--- src/ebvm_pkg.sv ---
// ---------------------------------------------------------------------------
// ebvm_pkg
// Shared constants and the hex font table for the 8-bit vm instruction core.
// ---------------------------------------------------------------------------
package ebvm_pkg;

    localparam int ADDR_W     = 12;
    localparam int REG_IDX_W  = 4;
    localparam int ROW_IDX_W  = 5;
    localparam int ROW_W      = 64;
    localparam int COL_IDX_W  = 6;
    localparam int GLYPH_SIZE = 80;

    typedef logic [ADDR_W-1:0] addr_t;
    typedef logic [7:0]        byte_t;
    typedef logic [ROW_W-1:0]  row_t;

    // operation codes of an input transaction
    localparam logic [1:0] OP_LOAD = 2'd0;
    localparam logic [1:0] OP_EXEC = 2'd1;
    localparam logic [1:0] OP_ROW  = 2'd2;

    // status codes
    localparam logic [1:0] ST_OK    = 2'd0;
    localparam logic [1:0] ST_BADOP = 2'd1;
    localparam logic [1:0] ST_STACK = 2'd2;

    // instruction groups (top nibble)
    localparam logic [3:0] GRP_SYS   = 4'h0;
    localparam logic [3:0] GRP_JMP   = 4'h1;
    localparam logic [3:0] GRP_CALL  = 4'h2;
    localparam logic [3:0] GRP_SEQI  = 4'h3;
    localparam logic [3:0] GRP_SNEI  = 4'h4;
    localparam logic [3:0] GRP_SEQR  = 4'h5;
    localparam logic [3:0] GRP_LDI   = 4'h6;
    localparam logic [3:0] GRP_ADDI  = 4'h7;
    localparam logic [3:0] GRP_ALU   = 4'h8;
    localparam logic [3:0] GRP_SNER  = 4'h9;
    localparam logic [3:0] GRP_LDIDX = 4'hA;
    localparam logic [3:0] GRP_JMPV0 = 4'hB;
    localparam logic [3:0] GRP_RND   = 4'hC;
    localparam logic [3:0] GRP_DRAW  = 4'hD;
    localparam logic [3:0] GRP_MISC  = 4'hF;

    // alu sub-operations
    localparam logic [3:0] ALU_MOV = 4'h0;
    localparam logic [3:0] ALU_OR  = 4'h1;
    localparam logic [3:0] ALU_AND = 4'h2;
    localparam logic [3:0] ALU_XOR = 4'h3;
    localparam logic [3:0] ALU_ADD = 4'h4;
    localparam logic [3:0] ALU_SUB = 4'h5;
    localparam logic [3:0] ALU_SHR = 4'h6;
    localparam logic [3:0] ALU_RSB = 4'h7;
    localparam logic [3:0] ALU_SHL = 4'hE;

    localparam logic [11:0] SYS_CLS = 12'h0E0;
    localparam logic [11:0] SYS_RET = 12'h0EE;
    localparam logic [7:0]  MISC_GET_DT = 8'h07;
    localparam logic [7:0]  MISC_SET_DT = 8'h15;
    localparam logic [7:0]  MISC_SET_ST = 8'h18;

    localparam logic [REG_IDX_W-1:0] FLAG_REG = 4'hF;
    localparam logic [REG_IDX_W-1:0] ZERO_REG = 4'h0;

    // hex font glyphs, five bytes each
    function automatic byte_t font_byte(input logic [6:0] idx);
        byte_t b;
        case (idx)
            7'd0:  b = 8'hF0; 7'd1:  b = 8'h90; 7'd2:  b = 8'h90; 7'd3:  b = 8'h90;
            7'd4:  b = 8'hF0; 7'd5:  b = 8'h20; 7'd6:  b = 8'h60; 7'd7:  b = 8'h20;
            7'd8:  b = 8'h20; 7'd9:  b = 8'h70; 7'd10: b = 8'hF0; 7'd11: b = 8'h10;
            7'd12: b = 8'hF0; 7'd13: b = 8'h80; 7'd14: b = 8'hF0; 7'd15: b = 8'hF0;
            7'd16: b = 8'h10; 7'd17: b = 8'hF0; 7'd18: b = 8'h10; 7'd19: b = 8'hF0;
            7'd20: b = 8'h90; 7'd21: b = 8'h90; 7'd22: b = 8'hF0; 7'd23: b = 8'h10;
            7'd24: b = 8'h10; 7'd25: b = 8'hF0; 7'd26: b = 8'h80; 7'd27: b = 8'hF0;
            7'd28: b = 8'h10; 7'd29: b = 8'hF0; 7'd30: b = 8'hF0; 7'd31: b = 8'h80;
            7'd32: b = 8'hF0; 7'd33: b = 8'h90; 7'd34: b = 8'hF0; 7'd35: b = 8'hF0;
            7'd36: b = 8'h10; 7'd37: b = 8'h20; 7'd38: b = 8'h40; 7'd39: b = 8'h40;
            7'd40: b = 8'hF0; 7'd41: b = 8'h90; 7'd42: b = 8'hF0; 7'd43: b = 8'h90;
            7'd44: b = 8'hF0; 7'd45: b = 8'hF0; 7'd46: b = 8'h90; 7'd47: b = 8'hF0;
            7'd48: b = 8'h10; 7'd49: b = 8'hF0; 7'd50: b = 8'hF0; 7'd51: b = 8'h90;
            7'd52: b = 8'hF0; 7'd53: b = 8'h90; 7'd54: b = 8'h90; 7'd55: b = 8'hE0;
            7'd56: b = 8'h90; 7'd57: b = 8'hE0; 7'd58: b = 8'h90; 7'd59: b = 8'hE0;
            7'd60: b = 8'hF0; 7'd61: b = 8'h80; 7'd62: b = 8'h80; 7'd63: b = 8'h80;
            7'd64: b = 8'hF0; 7'd65: b = 8'hE0; 7'd66: b = 8'h90; 7'd67: b = 8'h90;
            7'd68: b = 8'h90; 7'd69: b = 8'hE0; 7'd70: b = 8'hF0; 7'd71: b = 8'h80;
            7'd72: b = 8'hF0; 7'd73: b = 8'h80; 7'd74: b = 8'hF0; 7'd75: b = 8'hF0;
            7'd76: b = 8'h80; 7'd77: b = 8'hF0; 7'd78: b = 8'h80; 7'd79: b = 8'h80;
            default: b = 8'h00;
        endcase
        return b;
    endfunction

    // write request into a register-style memory
    typedef struct packed {
        logic                 we;
        logic [REG_IDX_W-1:0] addr;
        byte_t                data;
    } reg_wr_t;

endpackage

--- src/ebvm_frame_mem.sv ---
// ---------------------------------------------------------------------------
// ebvm_frame_mem
// 32 screen rows of 64 pixels; valid bits give the cleared state at once.
// ---------------------------------------------------------------------------
module ebvm_frame_mem (
    input  logic                           clk,
    input  logic                           rst_n,
    input  logic                           clear_all,
    input  logic                           we,
    input  logic [ebvm_pkg::ROW_IDX_W-1:0] waddr,
    input  ebvm_pkg::row_t                 wdata,
    input  logic [ebvm_pkg::ROW_IDX_W-1:0] raddr,
    output ebvm_pkg::row_t                 rdata
);

    localparam int ROWS = 1 << ebvm_pkg::ROW_IDX_W;

    ebvm_pkg::row_t mem [ROWS];
    ebvm_pkg::row_t mem_q_reg;
    logic [ROWS-1:0] vld_reg;
    logic            vld_q_reg;

    // valid bits
    always_ff @(posedge clk or negedge rst_n)
    begin
        if (!rst_n)
        begin
            vld_reg   <= '0;
            vld_q_reg <= 1'b0;
        end
        else
        begin
            vld_q_reg <= vld_reg[raddr];
            if (clear_all)
            begin
                vld_reg <= '0;
            end
            else if (we)
            begin
                vld_reg[waddr] <= 1'b1;
            end
        end
    end

    // storage
    always_ff @(posedge clk)
    begin
        if (we)
        begin
            mem[waddr] <= wdata;
        end
        mem_q_reg <= mem[raddr];
    end

    assign rdata = vld_q_reg ? mem_q_reg : '0;

endmodule

--- config.mk ---
export PLATFORM = sky130hd
export DESIGN_NAME = ebvm_frame_mem
export DESIGN_NICKNAME = d
export VERILOG_FILES = /design/src/ebvm_pkg.sv /design/src/ebvm_frame_mem.sv
export SDC_FILE = /design/constraint.sdc
export NUM_CORES = 2
export LEC_CHECK = 0
export BUFFER_PORTS_ARGS = -buffer_cell sky130_fd_sc_hd__buf_2
export CAP_MARGIN = 10
export CORE_ASPECT_RATIO = 1.25
export CORE_MARGIN = 3
export CORE_UTILIZATION = 35
export CTS_BUF_LIST = sky130_fd_sc_hd__clkbuf_8 sky130_fd_sc_hd__clkbuf_16
export CTS_CLUSTER_SIZE = 30
export DETAILED_ROUTE_END_ITERATION = 16
export SLEW_MARGIN = 10
export SYNTH_ARGS = -nofsm -noshare
export SYNTH_HDL_FRONTEND = slang
export SYNTH_SLANG_ARGS = --single-unit
--- constraint.sdc ---
create_clock -name clk -period 4.25 [get_ports clk]
set_clock_uncertainty 0.05 [all_clocks]
set_input_delay 1.275 -clock clk [delete_from_list [all_inputs] [get_ports clk]]
set_output_delay 1.275 -clock clk [all_outputs]
set_load 0.005 [all_outputs]
== After elaboration in Yosys (flattened, before gate mapping) ==
Memories as Yosys holds them, arrays and structs flattened. A register that Yosys moved wholly into a read port is not among the register bits.
Index checks and enable logic that the tools add are counted.
Cells by class
  reductions and logical operators: 2
  bitwise operators: 1
  magnitude comparators: 3
  muxes and demuxes: 9
  div/mod/pow operators: 0
  eq/ne operators: 0
  shift-type cells: 0
  multipliers: 0
  add/subtract/negate cells: 0
Operators by type and width (count)
  32-bit two-way mux: 2
  64-bit two-way mux: 1
  32-bit bitwise OR: 1
  5-bit by 6-bit < comparator with 1-bit output (second input constant): 2
  1-bit binary-select mux with 5-bit select: 1
  1-bit demux with 5-bit select: 1
  5-bit by 1-bit greater-or-equal comparator with 1-bit output (second input constant): 1
  1-bit two-way mux: 4
  2-bit nonzero test: 1
  1-bit logical AND: 1
Word-level totals
  word-level logic and storage cells: 18
  output and inout port bits: 64
  register bits: 33
  bits in read-only memories: 0
  memory bits (writable): 2048
  memories kept: 1
  input port bits: 78
  bits in latches: 0
Memory list
  mem: words 32, width 64, rd ports 1, clocked after memory_dff 1, write ports 1, RTL line ebvm_frame_mem.sv:18  | ebvm_pkg::row_t mem [ROWS];

== Longest topological paths before layout ==
  word-level depth: 7
  mapped depth: 9
  mapped depth without buffers: 4

== Least setup slack after synthesis ==
Ideal clock, no wire load.
  path kind: input -> register
  start point: in waddr[0] (netlist name)
  end point: mem mem[12][0] (netlist name), enable pin
  required time: 3712 ps
  path slack: -929 ps
  buffers on the path: 1
  stages: 3
  setup time: 488 ps
  data arrival time: 4641 ps
  path through: or3b_2 > clkbuf_1 > nor2_1
RTL lines
  start: declaration: RTL line ebvm_frame_mem.sv:10  | input logic [ebvm_pkg::ROW_IDX_W-1:0] waddr,
  end: declaration: RTL line ebvm_frame_mem.sv:18
Straight into the memory's write port.

== Final worst setup path ==
  start point: reg vld_q_reg
  end point: out rdata[61]
On the way
  cells in the longest elaborated chain, start to end: 1
Ends and longest elaborated chain
  start: declaration: RTL line ebvm_frame_mem.sv:21  | logic vld_q_reg;
  start signal: assignment: RTL line ebvm_frame_mem.sv:33  | vld_q_reg <= vld_reg[raddr];
  64-bit two-way mux: RTL line ebvm_frame_mem.sv:55  | assign rdata = vld_q_reg ? mem_q_reg : '0;
  end: declaration: RTL line ebvm_frame_mem.sv:13  | output ebvm_pkg::row_t rdata
No other way between the ends.

==> results.yml <==
outcome:
  status: "complete, no violations"
global_route:
  use_met3: 0.02676
  grt_usage: 0.1791
  grt_pass1_wl_um: 305500
  grtUsageMet2: 0.3134
  grt-busiest-layer: "met2"
  grt_util_met1: 0.2270
  overflow: 0
  grt_pass1_vias: 40880
  grt_antenna_before_repair: 29
  grt_start_max_net_pins: 66
min_path:
  whs_endpoint: "vld_reg[22]"
  hold_start: "vld_reg[22]"
  hold_depth: 2
  min_path_type: "flop to flop"
worst_setup_path:
  cp.arrival_ns: 2.28
  r2r-start: "mem[15][56]"
  rr_worst_depth: 4
  critical_path_class: "flop to output pin"
  crit_path_max_fanout: 35
  r2r_slack_ns: 2.53
  crit_chain: "buf_12 > and2_1 > buf_2"
  start_kind: "flop"
  r2r_end: "mem_q_reg[56]"
  cp_top_family: "flip-flops"
  critical_path_required_ns: 2.92
  path_buf_inv: 2
  critical_path.endpoint_type: "output pin"
  slowest_stage: "dfrtp_4"
  critPathMaxStageDelay_ns: 0.80
timing:
  worstMarginPinSlew_ns: 1.141
  maxSlewHeadroom: 0.2360
  finalHoldWorstSlack_ns: 0.4447
  setup_violations: 0
  fmax_ghz: 0.2771
  hold_viol: 0
  slew_viol_final: 0
  worst_slack_ns: 0.6413
  min_period_ns: 3.609
  period_share: 0.8491
  rsz0062_at_grt: "false"
finish:
  nFillCells: 20190
  area_delta_synth_final_pct: 15.40
  largest_reg_flops: 2048
  drive_above_1_share: 0.2056
  nets: 4334
yosys:
  async_reset_ff_frac: 0.01538
  synth_area_per_cell_sq_um: 20.41
  syn-instance-count: 3968
  syn-cell-area_sq_um: 80970
  yosysWarnings: 0
  yosysTopAreaCell: "edfxtp_1"
  synth_seq_cells: 2145
  synth_ff_type: "edfxtp_1"
  synth_top_cell_area_share: 0.7596
  ys_top_cells_by_count: "2048 x edfxtp_1, 520 x mux2i_1, 333 x a22oi_1"
  synth.most_common_cell: "edfxtp_1"
  synth_edf_count: 2048
  seq_area_frac_synth: 0.7856
  synth.area.top_cells: "edfxtp_1 76%, mux4_2 7.2%, mux2i_1 6.4%"
  synth_cell_type_count: 30
  syn_nets: 4046
clock_network:
  cts_tree: "yes"
  numClockSinks: 2145
  cts_buffer_depth: 3
  cts_root_buf: "clkbuf_16"
  hold_buffers: 0
  cts.htree.levels: 4
  ctsResizeCount: 0
  worstSkewPairLatency_ns: 0.85
  numCtsBuffers: 200
  postCtsSetupRepairBufs: 0
  clkSlewWorstSetupHoldPaths_ns: 0.07
floorplanning:
  initial_utilization: 0.3535
  fp.dieW_um: 436.2
  die_area_sq_um: 237200
  core_sq_um: 229100
  rows: 196
  ios: 142
  fp.dieH_um: 543.7
detailed_routing:
  ant_nets: 0
  vias_per_cell: 5.378
  wire_per_inst_um: 28.68
  first_pass_iters: 7
  initialDrtViolationCount: 4109
  num_vias: 40420
  drc: 0
  wl_um: 215500
placement:
  post-place-ws_ns: 0.6356
  dpl.hpwl_um: 118200
  numPortBuffers: 141
  gp_congestion: 0.7593
job:
  max-cap-violations: 0
power:
  peakVddDrop_uv: 411.6
  cellLeakagePower_nw: 30.90
  p_per_area_nw_per_um2: 463.6
## worst max path at each step
| stage | from | to | slack [ns] | depth (start not counted) |
|---|---|---|---|---|
| floorplan | waddr[0] | mem[12][0] | -0.93 | 3 |
| global placement | raddr[4] | mem_q_reg[54] | 0.63 | 7 |
| detailed placement | raddr[4] | mem_q_reg[54] | 0.64 | 7 |
| CTS | vld_q_reg | rdata[61] | 0.43 | 3 |
| global route | vld_q_reg | rdata[61] | 0.46 | 3 |
| finish | vld_q_reg | rdata[61] | 0.64 | 3 |
## tightest hold or removal path, cell delays in order (launching register included)
cell and delay, ns:
dfrtp_1 0.34, nor2_1 0.05, nor2_1 0.07
## metrics by stage
| step | setup TNS (ns) | cells | utilization | power (mW) | instance area [sq um] |
|---|---|---|---|---|---|
| after detailed placement | 0 | 7123 | 0.3794 | 26.17 | 86910 |
| after global routing | 0 | 7507 | 0.4078 | 44.64 | 93410 |
| after global placement | 0 | 7123 | 0.3794 | 26.13 | 86910 |
| after CTS | 0 | 7501 | 0.4078 | 43.69 | 93400 |
| after floorplan | -1291.59 | 3968 | - | 25.13 | 80980 |
| final | 0 | 7516 | 0.4079 | 43.32 | 93440 |
## per-layer routing
| metal | wire, um | vias up |
|---|---|---|
| li1 | - | 17010 |
| met1 | 84800 | 21580 |
| met4 | 6510 | 2 |
| met5 | 13 | - |
| met3 | 13160 | 356 |
| met2 | 111100 | 1471 |
## where the power goes
| group | total (mW) | internal, mW | switching, mW |
|---|---|---|---|
| sequential | 23.6 | 23.5 | 0.165 |
| combinational | 2.04 | 0.735 | 1.30 |
| clock | 17.6 | 9.85 | 7.80 |
## cell families (layout without fill, tap and decap cells)
logic type / Yosys count / in the layout / synth area share
buf+inv: 230 / 694 / 0.01386
simple gates: 382 / 382 / 0.02426
compound gates: 431 / 431 / 0.03970
other cells: 0 / 15 / 0
mux: 780 / 780 / 0.1366
flops: 2145 / 2145 / 0.7856
## layout by cell type (no fill, tap or decap), types with 3 or more instances in the layout
| master | count |
|---|---|
| nand2_1 | 13 |
| edfxtp_1 | 2048 |
| nand4_1 | 31 |
| a21oi_1 | 9 |
| nand3b_1 | 5 |
| dfrtp_1 | 32 |
| nor2_1 | 68 |
| clkinv_4 | 3 |
| or3b_2 | 4 |
| buf_2 | 137 |
| nor2b_1 | 9 |
| nor2_4 | 35 |
| a32oi_1 | 4 |
| a22oi_1 | 333 |
| mux2i_1 | 520 |
| buf_4 | 110 |
| a31oi_1 | 44 |
| diode_2 | 15 |
| and2_1 | 70 |
| nor2b_4 | 6 |
| dfxtp_1 | 64 |
| clkbuf_8 | 6 |
| clkinvlp_4 | 7 |
| inv_16 | 5 |
| inv_6 | 4 |
| nand3_1 | 125 |
| clkbuf_16 | 205 |
| clkinv_1 | 39 |
| nor3_1 | 3 |
| inv_1 | 58 |
| bufinv_16 | 16 |
| a22o_1 | 41 |
| mux4_2 | 260 |
| buf_12 | 67 |
| clkinv_2 | 32 |
## final cells by class
cell class | count | area [sq um] | area share
flip-flops and latches | 2145 | 63610 | 0.6808
multi-input cells | 1593 | 16570 | 0.1774
clock buffers | 211 | 5213 | 0.05579
well taps | 3069 | 3840 | 0.04110
repair buffers | 316 | 2883 | 0.03085
clock inverters | 167 | 1281 | 0.01371
diodes | 15 | 37.54 | 0.0004017
Note: power is estimated with default switching activity, not from simulation.
