===== config.mk =====
export PLATFORM = sky130hd
export DESIGN_NAME = ebvm_reg_file
export DESIGN_NICKNAME = d
export VERILOG_FILES = /design/src/ebvm_pkg.sv /design/src/ebvm_reg_file.sv
export SDC_FILE = /design/constraint.sdc
export NUM_CORES = 1
export LEC_CHECK = 0
export ABC_CLOCK_PERIOD_IN_PS = 1250
export BUFFER_PORTS_ARGS = -buffer_cell sky130_fd_sc_hd__buf_2
export CAP_MARGIN = 40
export CORE_MARGIN = 1.5
export CORE_UTILIZATION = 54
export CTS_CLUSTER_SIZE = 10
export DETAILED_ROUTE_END_ITERATION = 16
export PLACE_DENSITY = 0.77
export SLEW_MARGIN = 10
export SYNTH_ARGS = -nofsm -noshare
export SYNTH_HDL_FRONTEND = slang
export SYNTH_SLANG_ARGS = --single-unit

===== constraint.sdc =====
create_clock -name clk -period 1.25 [get_ports clk]
set_input_delay 0.1875 -clock clk [delete_from_list [all_inputs] [get_ports clk]]
set_output_delay 0.1875 -clock clk [all_outputs]
set_load 0.01 [all_outputs]

===== src/ebvm_pkg.sv =====
// ---------------------------------------------------------------------------
// ebvm_pkg
// Shared constants and the hex font table for the 8-bit vm instruction core.
// ---------------------------------------------------------------------------
package ebvm_pkg;

    localparam int ADDR_W     = 12;
    localparam int REG_IDX_W  = 4;
    localparam int ROW_IDX_W  = 5;
    localparam int ROW_W      = 64;
    localparam int COL_IDX_W  = 6;
    localparam int GLYPH_SIZE = 80;

    typedef logic [ADDR_W-1:0] addr_t;
    typedef logic [7:0]        byte_t;
    typedef logic [ROW_W-1:0]  row_t;

    // operation codes of an input transaction
    localparam logic [1:0] OP_LOAD = 2'd0;
    localparam logic [1:0] OP_EXEC = 2'd1;
    localparam logic [1:0] OP_ROW  = 2'd2;

    // status codes
    localparam logic [1:0] ST_OK    = 2'd0;
    localparam logic [1:0] ST_BADOP = 2'd1;
    localparam logic [1:0] ST_STACK = 2'd2;

    // instruction groups (top nibble)
    localparam logic [3:0] GRP_SYS   = 4'h0;
    localparam logic [3:0] GRP_JMP   = 4'h1;
    localparam logic [3:0] GRP_CALL  = 4'h2;
    localparam logic [3:0] GRP_SEQI  = 4'h3;
    localparam logic [3:0] GRP_SNEI  = 4'h4;
    localparam logic [3:0] GRP_SEQR  = 4'h5;
    localparam logic [3:0] GRP_LDI   = 4'h6;
    localparam logic [3:0] GRP_ADDI  = 4'h7;
    localparam logic [3:0] GRP_ALU   = 4'h8;
    localparam logic [3:0] GRP_SNER  = 4'h9;
    localparam logic [3:0] GRP_LDIDX = 4'hA;
    localparam logic [3:0] GRP_JMPV0 = 4'hB;
    localparam logic [3:0] GRP_RND   = 4'hC;
    localparam logic [3:0] GRP_DRAW  = 4'hD;
    localparam logic [3:0] GRP_MISC  = 4'hF;

    // alu sub-operations
    localparam logic [3:0] ALU_MOV = 4'h0;
    localparam logic [3:0] ALU_OR  = 4'h1;
    localparam logic [3:0] ALU_AND = 4'h2;
    localparam logic [3:0] ALU_XOR = 4'h3;
    localparam logic [3:0] ALU_ADD = 4'h4;
    localparam logic [3:0] ALU_SUB = 4'h5;
    localparam logic [3:0] ALU_SHR = 4'h6;
    localparam logic [3:0] ALU_RSB = 4'h7;
    localparam logic [3:0] ALU_SHL = 4'hE;

    localparam logic [11:0] SYS_CLS = 12'h0E0;
    localparam logic [11:0] SYS_RET = 12'h0EE;
    localparam logic [7:0]  MISC_GET_DT = 8'h07;
    localparam logic [7:0]  MISC_SET_DT = 8'h15;
    localparam logic [7:0]  MISC_SET_ST = 8'h18;

    localparam logic [REG_IDX_W-1:0] FLAG_REG = 4'hF;
    localparam logic [REG_IDX_W-1:0] ZERO_REG = 4'h0;

    // hex font glyphs, five bytes each
    function automatic byte_t font_byte(input logic [6:0] idx);
        byte_t b;
        case (idx)
            7'd0:  b = 8'hF0; 7'd1:  b = 8'h90; 7'd2:  b = 8'h90; 7'd3:  b = 8'h90;
            7'd4:  b = 8'hF0; 7'd5:  b = 8'h20; 7'd6:  b = 8'h60; 7'd7:  b = 8'h20;
            7'd8:  b = 8'h20; 7'd9:  b = 8'h70; 7'd10: b = 8'hF0; 7'd11: b = 8'h10;
            7'd12: b = 8'hF0; 7'd13: b = 8'h80; 7'd14: b = 8'hF0; 7'd15: b = 8'hF0;
            7'd16: b = 8'h10; 7'd17: b = 8'hF0; 7'd18: b = 8'h10; 7'd19: b = 8'hF0;
            7'd20: b = 8'h90; 7'd21: b = 8'h90; 7'd22: b = 8'hF0; 7'd23: b = 8'h10;
            7'd24: b = 8'h10; 7'd25: b = 8'hF0; 7'd26: b = 8'h80; 7'd27: b = 8'hF0;
            7'd28: b = 8'h10; 7'd29: b = 8'hF0; 7'd30: b = 8'hF0; 7'd31: b = 8'h80;
            7'd32: b = 8'hF0; 7'd33: b = 8'h90; 7'd34: b = 8'hF0; 7'd35: b = 8'hF0;
            7'd36: b = 8'h10; 7'd37: b = 8'h20; 7'd38: b = 8'h40; 7'd39: b = 8'h40;
            7'd40: b = 8'hF0; 7'd41: b = 8'h90; 7'd42: b = 8'hF0; 7'd43: b = 8'h90;
            7'd44: b = 8'hF0; 7'd45: b = 8'hF0; 7'd46: b = 8'h90; 7'd47: b = 8'hF0;
            7'd48: b = 8'h10; 7'd49: b = 8'hF0; 7'd50: b = 8'hF0; 7'd51: b = 8'h90;
            7'd52: b = 8'hF0; 7'd53: b = 8'h90; 7'd54: b = 8'h90; 7'd55: b = 8'hE0;
            7'd56: b = 8'h90; 7'd57: b = 8'hE0; 7'd58: b = 8'h90; 7'd59: b = 8'hE0;
            7'd60: b = 8'hF0; 7'd61: b = 8'h80; 7'd62: b = 8'h80; 7'd63: b = 8'h80;
            7'd64: b = 8'hF0; 7'd65: b = 8'hE0; 7'd66: b = 8'h90; 7'd67: b = 8'h90;
            7'd68: b = 8'h90; 7'd69: b = 8'hE0; 7'd70: b = 8'hF0; 7'd71: b = 8'h80;
            7'd72: b = 8'hF0; 7'd73: b = 8'h80; 7'd74: b = 8'hF0; 7'd75: b = 8'hF0;
            7'd76: b = 8'h80; 7'd77: b = 8'hF0; 7'd78: b = 8'h80; 7'd79: b = 8'h80;
            default: b = 8'h00;
        endcase
        return b;
    endfunction

    // write request into a register-style memory
    typedef struct packed {
        logic                 we;
        logic [REG_IDX_W-1:0] addr;
        byte_t                data;
    } reg_wr_t;

endpackage


===== src/ebvm_reg_file.sv =====
// ---------------------------------------------------------------------------
// ebvm_reg_file
// Sixteen byte registers in a small memory with per-entry valid bits and a
// shadow copy of the flag register.
// ---------------------------------------------------------------------------
module ebvm_reg_file (
    input  logic                                 clk,
    input  logic                                 rst_n,
    input  ebvm_pkg::reg_wr_t                    wr,
    input  logic [ebvm_pkg::REG_IDX_W-1:0]       raddr,
    output ebvm_pkg::byte_t                      rdata,
    output ebvm_pkg::byte_t                      vf
);

    ebvm_pkg::byte_t mem [16];
    ebvm_pkg::byte_t mem_q_reg;
    logic [15:0]     vld_reg;
    logic            vld_q_reg;
    ebvm_pkg::byte_t vf_reg;

    // valid bits and flag shadow
    always_ff @(posedge clk or negedge rst_n)
    begin
        if (!rst_n)
        begin
            vld_reg   <= '0;
            vld_q_reg <= 1'b0;
            vf_reg    <= '0;
        end
        else
        begin
            vld_q_reg <= vld_reg[raddr];
            if (wr.we)
            begin
                vld_reg[wr.addr] <= 1'b1;
                if (wr.addr == ebvm_pkg::FLAG_REG)
                begin
                    vf_reg <= wr.data;
                end
            end
        end
    end

    // storage
    always_ff @(posedge clk)
    begin
        if (wr.we)
        begin
            mem[wr.addr] <= wr.data;
        end
        mem_q_reg <= mem[raddr];
    end

    assign rdata = vld_q_reg ? mem_q_reg : 8'h00;
    assign vf    = vf_reg;

endmodule


Word level (Yosys, flattened, before mapping)
Memory sizes are Yosys's and may differ from the RTL's. A register that Yosys moved wholly into a read port is not among the register bits.
Cells that the tools add are included.
Widths: inputs -> output; s select.
{"block": "word_totals", "ram_bits": 128, "out_inout_bits": 16, "n_memories": 1, "reg_bits": 25, "elab_cells": 18}
{"memory": "mem", "words": 16, "width": 8, "read_ports": 1, "rd_clocked_by_memory_dff": 1, "wr": 1, "line_no": "ebvm_reg_file.sv:15", "text": "ebvm_pkg::byte_t mem [16];"}
{"block": "classes", "n_bitwise": 1, "n_reduce_logical": 2, "n_eq_ne": 1, "muxes": 7, "n_lt_le_gt_ge": 3}
{"cell": "$or 16x16->16", "count": 1}
{"cell": "$lt 4x5->1 const B", "count": 2}
{"cell": "$mux 8", "count": 1}
{"cell": "$bmux 1 s4", "count": 1}
{"cell": "$demux 1 s4", "count": 1}
{"cell": "$eq 4x4->1 const B", "count": 1}
{"cell": "$ge 4x1->1 const B", "count": 1}
{"cell": "$mux 1", "count": 4}
{"cell": "$reduce_and 2->1", "count": 1}
{"cell": "$logic_and 1x1->1", "count": 1}

Depth between registers and ports, before layout
Gate-level depths: netlist of the first run.
{"block": "depth", "depth_word": 5, "mapped_depth": 5, "depth_no_buf": 3}

Worst setup path before layout of the first run
OpenSTA, ideal clock, no wires.
{"block": "synth_timing", "path_type": "in2reg", "startpoint": "in wr[11] (netlist name)", "endpoint": "mem mem[0][0] (netlist name), enable pin", "cell_stages": 2, "arrival_ns": 1.326, "setup_time_ns": 0.385, "path_slack_ns": -0.461, "path_buffers": 0, "cell_sequence": "or3b_2 nor3_1"}
{"element": "start: declaration", "line_no": "ebvm_reg_file.sv:9", "text": "input ebvm_pkg::reg_wr_t wr,"}
{"element": "end: declaration", "line_no": "ebvm_reg_file.sv:15"}
Straight into the memory's write port.

Final worst setup path of the first run
{"block": "layout_timing", "startpoint": "reg vld_q_reg", "endpoint": "out rdata[6]"}
{"block": "layout_between", "elab_chain_len": 1}
{"element": "start: declaration", "line_no": "ebvm_reg_file.sv:18", "text": "logic vld_q_reg;"}
{"element": "start signal: assignment", "line_no": "ebvm_reg_file.sv:32", "text": "vld_q_reg <= vld_reg[raddr];"}
{"element": "$mux 8", "line_no": "ebvm_reg_file.sv:54", "text": "assign rdata = vld_q_reg ? mem_q_reg : 8'h00;"}
{"element": "end: declaration", "line_no": "ebvm_reg_file.sv:11", "text": "output ebvm_pkg::byte_t rdata,"}
Every way passes these cells.

==> impl_metrics.env, run 1 <==
export IMPL_endpoint_kind="output pin"
export IMPL_syn_area_per_cell_um2=20.9
export IMPL_drtIter0Drc=221
export IMPL_htree_levels=4
export IMPL_failed_checks="setup timing"
export IMPL_vdd_drop_max_mv=1.16
export IMPL_final_min_clock_period_ps=1340
export IMPL_num_fill_cells=672
export IMPL_synthesis_area_um2=6150
export IMPL_drc=0
export IMPL_insertion_delay_ps=420
export IMPL_skew_ps=5.64
export IMPL_final_cell_mix="128 x edfxtp_1, 35 x mux4_2, 32 x buf_2"
export IMPL_reg2reg_from="mem[11][7]"
export IMPL_firstDrtPassIters=4
export IMPL_worstPathArrival_ps=1150
export IMPL_cts_made_buffers=17
export IMPL_p_switching_mw=2.61
export IMPL_worstPathCellList="and2_1 -> buf_2"
export IMPL_setup_slack_ps=-91.4
export IMPL_clkSinkCount=161
export IMPL_worst_pin_slew_ps=856
export IMPL_grt_pass1_wl_mm=18.0
export IMPL_dpl_cell_count=492
export IMPL_p_int_mw=9.55
export IMPL_drv_cap=0
export IMPL_hold_path_end="mem[11][2]"
export IMPL_num_io_pins=35
export IMPL_hold_ws_ps=161
export IMPL_min_path_type="primary input to flip-flop"
export IMPL_drive_gt1_share_pct=46.9
export IMPL_clock_tree_buffer_depth=2
export IMPL_ys_types=27
export IMPL_p_clk_share_pct=41.1
export IMPL_p_per_area_nw_per_um2=1640
export IMPL_grt_ovfl_total=0
export IMPL_synth_nets=313
export IMPL_synth_warnings=0
export IMPL_worstPathRequired_ps=1060
export IMPL_rows=38
export IMPL_synthFlopType="edfxtp_1"
export IMPL_ant_nets=0
export IMPL_cts_tree="built"
export IMPL_final_nets=392
export IMPL_r2r_cells=3
export IMPL_maxSlewHeadroom_pct=42.7
export IMPL_setup_tns_ps=-720
export IMPL_final_cells=526
export IMPL_critPathMaxFanout=8
export IMPL_regToRegSetupSlack_ps=-30
export IMPL_antenna_found_initial=0
export IMPL_hp_start="wr[2]"
export IMPL_slowest_delay_ps=450
export IMPL_grt_max_degree=26
export IMPL_root_buffer="clkbuf_16"
export IMPL_layout_commonest_cell="edfxtp_1"
export IMPL_reg2reg_to="mem_q_reg[7]"
export IMPL_path_clk_slew_ps=60
export IMPL_utilization_pct=67.3
export IMPL_vias=3021
export IMPL_die_w_um=110
export IMPL_track_usage_pct=22.2
export IMPL_sw_frac_of_total_pct=21.4
export IMPL_rsz0062_at_grt="true"
export IMPL_finalSetupViolCount=12
export IMPL_start_util_pct=56.0
export IMPL_finalHoldViolations=0
export IMPL_drt_wl_total_mm=12.0
export IMPL_synth_edf_count=128
export IMPL_worstSetupStartpointType="flip-flop"
export IMPL_synth_seq_cells=161
export IMPL_fmax_mhz=745
export IMPL_core_um2=11000
export IMPL_min_period_over_period_pct=107
export IMPL_wl_per_cell_um=22.8
export IMPL_diodes=0
export IMPL_gp_congestion=0.780
export IMPL_worst_setup_path_type="flip-flop to output pin"
export IMPL_drv_slew=0
export IMPL_holdPathStages=1
export IMPL_ys_seq_area_share_pct=75.2
export IMPL_dieArea_um2=12000
export IMPL_cpMaxStageDelayCell="dfrtp_2"
export IMPL_avgViaCountPerCell=5.74
export IMPL_portBuffers=34
export IMPL_areaGrowthSynthToFinish_pct=20.1
export IMPL_die_h_um=110
export IMPL_place_hpwl_mm=7.50
export IMPL_leakage_nw=2.59
export IMPL_status="finished, violations left"
export IMPL_largest_reg_flops=128
export IMPL_p_seq_share_pct=51.0
export IMPL_grt_pass1_vias=3210
export IMPL_syn_inst=294
export IMPL_synthArstFlopShare_pct=15.5
export IMPL_comb_power_share_pct=7.9
==> how the worst max path moves through the flow <==
stage,start,end,slack (ps),depth (start not counted)
finish,vld_q_reg,rdata[6],-90,2
global route,vld_q_reg,rdata[6],-140,2
CTS,vld_q_reg,rdata[3],-120,2
detailed placement,raddr[0],mem_q_reg[0],-430,5
global placement,raddr[0],mem_q_reg[0],-400,5
floorplan,raddr[0],mem_q_reg[4],-70,5
==> repair_timing <==
item,in CTS,in global routing
hold endpoints to repair,25,0
gates resized for setup,17,8
hold buffers,1,0
setup buffers,0,0
gates cloned,0,0
endpoints found under the setup margin,17,17
pin swaps,3,2
==> worst max-delay path: cells and delay by family (launching register included) <==
family | cells | cell delay (ps)
flops | 1 | 450
simple gates | 1 | 150
buf+inv | 1 | 130
==> through the flow <==
| stage | power (mW) | instance area [um2] | worst slack, ps |
|---|---|---|---|
| final | 12.2 | 7390 | -91.4 |
| after global routing | 12.5 | 7390 | -142 |
| after CTS | 12.2 | 7370 | -118 |
| after detailed placement | 7.21 | 6740 | -428 |
| after global placement | 7.18 | 6740 | -401 |
| after floorplan | 6.81 | 6190 | -67.1 |
==> area by class of cell <==
type	instances	area [um2]	area share (%)
repair buffers	71	542	7.33
flip-flops and latches	161	4630	62.7
clock inverters	14	139	1.88
clock buffers	18	439	5.94
multi-input cells	122	1460	19.8
well taps	140	175	2.37
==> cell families after synthesis <==
| kind of cell | Yosys count | synth area share (%) |
|---|---|---|
| AND/OR/NAND/NOR | 60 | 5.21 |
| buffers and inverters | 11 | 1.73 |
| multiplexers | 44 | 15.6 |
| AO/OA/AOI/OAI | 18 | 2.20 |
| flip-flops | 161 | 75.2 |
==> power by group through the flow <==
stage,Combinational (mW),Sequential [mW],Clock (mW)
5_1_grt,1.04,6.23,5.25
4_1_cts,0.961,6.20,5.05
2_1_floorplan,0.529,6.28,0
3_3_place_gp,0.890,6.29,0
6_report,0.962,6.20,4.99
3_5_place_dp,0.911,6.30,0
==> synth_stat cells (all sizes together), types with 3 or more instances <==
library cell	instances	area, um2
a22oi	18	135
and2	9	56.3
dfrtp	25	626
clkbuf	3	25.0
dfxtp	8	160
nor3	4	20.0
mux4	36	871
mux2	8	90.1
buf	7	71.3
edfxtp	128	3840
nand2	10	37.5
nor2	13	51.3
or2	16	100
==> metal layers <==
metal	routed length [um]	vias up	share of wire (%)	GRT usage [%]
li1	-	1348	-	-
met1	4790	1542	40	29.6
met2	6050	109	50	35.3
met3	895	22	7.5	4.80
met4	272	0	2.3	10.4
met5	0	-	0	0
Note: power is estimated with default switching activity, not from simulation.
==> run 2: changes to the inputs <==
--- a/config.mk
+++ b/config.mk
@@ -5,14 +5,14 @@
 export SDC_FILE = /design/constraint.sdc
 export NUM_CORES = 1
 export LEC_CHECK = 0
-export ABC_CLOCK_PERIOD_IN_PS = 1250
+export ABC_CLOCK_PERIOD_IN_PS = 1500
 export BUFFER_PORTS_ARGS = -buffer_cell sky130_fd_sc_hd__buf_2
 export CAP_MARGIN = 40
 export CORE_MARGIN = 1.5
-export CORE_UTILIZATION = 54
+export CORE_UTILIZATION = 60
 export CTS_CLUSTER_SIZE = 10
 export DETAILED_ROUTE_END_ITERATION = 16
-export PLACE_DENSITY = 0.77
+export PLACE_DENSITY = 0.81
 export SLEW_MARGIN = 10
 export SYNTH_ARGS = -nofsm -noshare
 export SYNTH_HDL_FRONTEND = slang
==> constraint.sdc (replaced) <==
create_clock -name clk -period 1.5 [get_ports clk]
set_input_delay 0.225 -clock clk [delete_from_list [all_inputs] [get_ports clk]]
set_output_delay 0.225 -clock clk [all_outputs]
set_load 0.01 [all_outputs]
==> run 2 against run 1 <==
The run still ends with setup timing left. Sequential share of layout area increased by 0.93 points. Non-clock buffer count decreased by 7. Hold slack got worse by 70 ps. Global-route usage increased by 4.7 points. Final cell count decreased by 2.7%. Critical path depth unchanged. Via count increased by 5.5%. Count of clock-buffer cells in the layout increased by 3. Critical path type unchanged.
==> impl_metrics.env, run 2 (synthesized netlist as in run 1, its figures left out) <==
export IMPL_layout_commonest_cell="edfxtp_1"
export IMPL_cp_startpoint="vld_q_reg"
export IMPL_vdd_drop_max_mv=1.40
export IMPL_areaGrowthSynthToFinish_pct=18.4
export IMPL_largest_reg_flops=128
export IMPL_drc=0
export IMPL_drive_gt1_share_pct=37.2
export IMPL_regToRegSetupSlack_ps=70
export IMPL_clock_tree_buffer_depth=2
export IMPL_drv_slew=0
export IMPL_holdPathStages=1
export IMPL_maxSlewHeadroom_pct=45.9
export IMPL_avgViaCountPerCell=6.23
export IMPL_worstPathRequired_ps=1270
export IMPL_p_int_mw=8.13
export IMPL_vias=3188
export IMPL_reg2reg_from="mem[1][5]"
export IMPL_endpoint_kind="output pin"
export IMPL_setup_slack_ps=-9.29
export IMPL_use_met2_pct=42.3
export IMPL_failed_checks="setup timing"
export IMPL_drtIter0Drc=365
export IMPL_num_fill_cells=540
export IMPL_critPathMaxFanout=8
export IMPL_min_path_type="primary input to flip-flop"
export IMPL_drt_wl_total_mm=13.4
export IMPL_cts_tree="built"
export IMPL_insertion_delay_ps=530
export IMPL_p_per_area_nw_per_um2=1410
export IMPL_hp_start="wr[2]"
export IMPL_p_seq_share_pct=50.3
export IMPL_grt_busiest_layer="met2"
export IMPL_rsz0062_at_grt="true"
export IMPL_num_io_pins=35
export IMPL_wl_per_cell_um=26.2
export IMPL_final_min_clock_period_ps=1510
export IMPL_final_cell_mix="128 x edfxtp_1, 33 x buf_2, 24 x buf_4, 24 x dfrtp_1, 20 x mux4_2"
export IMPL_portBuffers=34
export IMPL_met3_usage_pct=7.52
export IMPL_hold_ws_ps=90.5
export IMPL_cts_setup_buffers=0
export IMPL_leakage_nw=2.60
export IMPL_diodes=0
export IMPL_finalHoldViolations=0
export IMPL_rows=36
export IMPL_dpl_cell_area_um2=6670
export IMPL_final_nets=385
export IMPL_place_ws_ps=-197
export IMPL_comb_power_share_pct=7.4
export IMPL_min_period_over_period_pct=101
export IMPL_die_h_um=104
export IMPL_finalSetupViolCount=7
export IMPL_reg2reg_to="mem_q_reg[5]"
export IMPL_utilization_pct=73.8
export IMPL_grt_ovfl_total=0
export IMPL_grt_pass1_wl_mm=20.2
export IMPL_cts_made_buffers=17
export IMPL_clkSinkCount=161
export IMPL_worst_pin_slew_ps=809
export IMPL_ant_nets=0
export IMPL_worst_setup_path_type="flip-flop to output pin"
export IMPL_dieArea_um2=10900
export IMPL_grt_max_degree=26
export IMPL_antenna_found_initial=0
export IMPL_drv_cap=0
export IMPL_grt_pass1_vias=3279
export IMPL_htree_levels=4
export IMPL_r2r_cells=3
export IMPL_sw_frac_of_total_pct=20.9
export IMPL_firstDrtPassIters=4
export IMPL_worstPathArrival_ps=1280
export IMPL_path_clk_slew_ps=70
export IMPL_p_switching_mw=2.14
export IMPL_hold_path_end="mem[4][2]"
export IMPL_gp_congestion=0.809
export IMPL_status="finished, violations left"
export IMPL_fmax_mhz=663
export IMPL_root_buffer="clkbuf_8"
export IMPL_p_clk_share_pct=42.3
export IMPL_skew_ps=7.68
export IMPL_start_util_pct=62.4
export IMPL_finalInstanceArea_um2=7280
export IMPL_track_usage_pct=26.9
export IMPL_core_um2=9860
export IMPL_grt_util_met1_pct=36.0
export IMPL_die_w_um=104
export IMPL_place_hpwl_mm=8.26
export IMPL_worstSetupStartpointType="flip-flop"
## run 2: final cells by class
type,instances,area [um2],area share [%]
Clock buffer,21,429,5.89
Clock inverter,11,163,2.23
Multi-Input combinational cell,122,1430,19.6
Sequential cell,161,4630,63.6
Timing Repair Buffer,64,467,6.41
Tap cell,133,166,2.29
## run 2: metal layers
layer	wire, um	vias to the layer above
li1	-	1341
met5	0	-
met3	1380	33
met2	6740	207
met4	426	0
met1	4890	1607
## run 2: critical path: stages, from the launching register on
cell and delay [ps]:
dfrtp_2 460, and2_1 160, buf_2 130
## run 2: repair_timing
item	4_1_cts	5_1_grt
hold endpoints to repair	25	0
hold buffers	1	0
gates resized for setup	2	2
endpoints found under the setup margin	8	8
## run 2: worst max path at each step
stage                     slack (ps)  cells past startpoint      endpoint
after detailed placement        -200                      5  mem_q_reg[5]
final                             -9                      2      rdata[0]
after floorplan                  -10                      2     mem[1][0]
after CTS                        -40                      2      rdata[3]
after global routing             -70                      2      rdata[4]
after global placement          -160                      5  mem_q_reg[7]
## run 2: per-stage QoR
stage / TNS, ps / instances / total power, mW
2_1_floorplan: -291 / 294 / 5.65
3_3_place_gp: -1420 / 479 / 5.95
3_5_place_dp: -3120 / 479 / 6.00
4_1_cts: -297 / 512 / 10.4
5_1_grt: -493 / 512 / 10.6
6_report: -28.7 / 512 / 10.3
## run 2: power groups by stage
stage | combinational, mW | clock (mW) | sequential [mW]
finish | 0.762 | 4.34 | 5.17
global route | 0.816 | 4.56 | 5.19
floorplan | 0.419 | 0 | 5.23
CTS | 0.764 | 4.42 | 5.17
global placement | 0.719 | 0 | 5.23
detailed placement | 0.746 | 0 | 5.25
==> run 3: changes to the inputs <==
--- a/config.mk
+++ b/config.mk
@@ -9,10 +9,10 @@
 export BUFFER_PORTS_ARGS = -buffer_cell sky130_fd_sc_hd__buf_2
 export CAP_MARGIN = 40
 export CORE_MARGIN = 1.5
-export CORE_UTILIZATION = 60
+export CORE_UTILIZATION = 55
 export CTS_CLUSTER_SIZE = 10
 export DETAILED_ROUTE_END_ITERATION = 16
-export PLACE_DENSITY = 0.81
+export PLACE_DENSITY = 0.73
 export SLEW_MARGIN = 10
 export SYNTH_ARGS = -nofsm -noshare
 export SYNTH_HDL_FRONTEND = slang
==> run 3 against run 2 <==
Critical path type unchanged. Critical endpoint is now rdata[2]. The run still ends with setup timing left. Maximum frequency shrank 2.3%. Critical path depth is the same. Combinational power grew 2%. Flip-flop and latch count is the same. Final area grew 1.4%. Final cell count grew 1.6%.
==> impl_metrics.env, run 3 (synthesized netlist as in run 1, its figures left out) <==
export IMPL_worstSetupStartpointType="flip-flop"
export IMPL_p_per_area_nw_per_um2=1440
export IMPL_drv_cap=0
export IMPL_regToRegSetupSlack_ps=80
export IMPL_insertion_delay_ps=530
export IMPL_areaGrowthSynthToFinish_pct=20.0
export IMPL_wl_per_cell_um=23.7
export IMPL_diodes=0
export IMPL_core_um2=10900
export IMPL_rows=38
export IMPL_grt_max_degree=26
export IMPL_place_hpwl_mm=7.65
export IMPL_endpoint_kind="output pin"
export IMPL_worstPathArrival_ps=1320
export IMPL_final_cell_mix="128 x edfxtp_1, 30 x buf_2, 24 x buf_4, 24 x dfrtp_1, 20 x mux4_2"
export IMPL_grt_pass1_wl_mm=19.0
export IMPL_track_usage_pct=23.7
export IMPL_vdd_drop_max_mv=0.817
export IMPL_ant_nets=0
export IMPL_cts_made_buffers=17
export IMPL_final_min_clock_period_ps=1550
export IMPL_path_clk_slew_ps=60
export IMPL_grt_pass1_vias=3238
export IMPL_finalSetupViolCount=8
export IMPL_min_path_type="primary input to flip-flop"
export IMPL_die_h_um=109
export IMPL_r2r_cells=3
export IMPL_clkSinkCount=161
export IMPL_skew_ps=9.56
export IMPL_setup_slack_ps=-45.6
export IMPL_worst_pin_slew_ps=746
export IMPL_p_int_mw=8.49
export IMPL_num_io_pins=35
export IMPL_p_switching_mw=2.12
export IMPL_p_seq_share_pct=48.7
export IMPL_reg2reg_from="vld_reg[9]"
export IMPL_maxSlewHeadroom_pct=50.1
export IMPL_drv_slew=0
export IMPL_final_nets=386
export IMPL_leakage_nw=2.64
export IMPL_gp_congestion=0.920
export IMPL_portBuffers=34
export IMPL_htree_levels=4
export IMPL_largest_reg_flops=128
export IMPL_reg2reg_to="vld_q_reg"
export IMPL_total_power_mw=10.6
export IMPL_failed_checks="setup timing"
export IMPL_layout_commonest_cell="edfxtp_1"
export IMPL_status="finished, violations left"
export IMPL_holdPathStages=1
export IMPL_p_clk_share_pct=44.0
export IMPL_worstPathRequired_ps=1270
export IMPL_min_period_over_period_pct=103
export IMPL_sw_frac_of_total_pct=20.0
export IMPL_clock_tree_buffer_depth=2
export IMPL_dieArea_um2=11800
export IMPL_cts_tree="built"
export IMPL_grt_ovfl_total=0
export IMPL_rsz0062_at_grt="true"
export IMPL_critPathMaxFanout=8
export IMPL_place_ws_ps=-210
export IMPL_avgViaCountPerCell=5.94
export IMPL_root_buffer="clkbuf_8"
export IMPL_hold_path_end="mem[9][2]"
export IMPL_finalHoldViolations=0
export IMPL_drive_gt1_share_pct=37.9
export IMPL_vias=3087
export IMPL_worst_setup_path_type="flip-flop to output pin"
export IMPL_die_w_um=109
export IMPL_hp_start="wr[2]"
export IMPL_fmax_mhz=647
export IMPL_drc=0
export IMPL_firstDrtPassIters=4
export IMPL_antenna_found_initial=0
export IMPL_start_util_pct=56.5
export IMPL_drt_wl_total_mm=12.3
export IMPL_comb_power_share_pct=7.3
export IMPL_drtIter0Drc=343
[run 3: layout make-up]
cell class / count / area [um2]
flip-flops and latches: 161 / 4630
fillers: 663 / 3510
multi-input cells: 122 / 1430
repair buffers: 65 / 505
clock buffers: 20 / 425
clock inverters: 12 / 214
well taps: 140 / 175
[run 3: layer usage]
layer | part of all wire (%) | track usage (%) | wire length [um] | vias to the layer above
li1 | - | - | - | 1344
met1 | 42 | 32.2 | 5160 | 1625
met2 | 51 | 37.6 | 6290 | 103
met3 | 5.6 | 5.32 | 687 | 15
met4 | 1.7 | 9.96 | 213 | 0
met5 | 0 | 0 | 0 | -
[run 3: per-stage QoR]
| step | TNS (ps) | cell area, um2 | util (%) | hold WS (ps) | instances |
|---|---|---|---|---|---|
| after detailed placement | -1390 | 6700 | 61.5 | 250 | 487 |
| after CTS | -320 | 7370 | 67.7 | 74.2 | 520 |
| final | -241 | 7380 | 67.8 | 87.0 | 520 |
| after global placement | -1030 | 6700 | 61.5 | 238 | 487 |
| after floorplan | -291 | 6160 | - | -70.6 | 294 |
| after global routing | -573 | 7380 | 67.8 | 85.9 | 520 |
[run 3: worst max-delay path by stage]
stage,start,to,cells past startpoint
4_1_cts,vld_q_reg,rdata[7],2
2_1_floorplan,wr[11],mem[1][0],2
6_report,vld_q_reg,rdata[2],2
5_1_grt,vld_q_reg,rdata[0],2
3_3_place_gp,raddr[0],mem_q_reg[7],7
3_5_place_dp,raddr[0],mem_q_reg[7],7
[run 3: worst max-delay path, stage by stage (launching register included)]
cell and delay (ps):
dfrtp_2 490, and2_4 200, buf_6 110
[run 3: repair_timing]
action                                 4_1_cts  5_1_grt
resized for setup                            7        2
pin swaps                                    0        2
setup endpoints to repair                    8        8
hold buffers                                 1        0
endpoints found under the hold margin       25        0
buffers inserted                             0        0
[run 3: power groups by stage]
stage | Clock [mW] | Combinational, mW | Sequential [mW]
5_1_grt | 4.91 | 0.853 | 5.18
4_1_cts | 4.71 | 0.786 | 5.16
2_1_floorplan | 0 | 0.419 | 5.23
3_3_place_gp | 0 | 0.730 | 5.23
6_report | 4.67 | 0.780 | 5.16
3_5_place_dp | 0 | 0.751 | 5.25
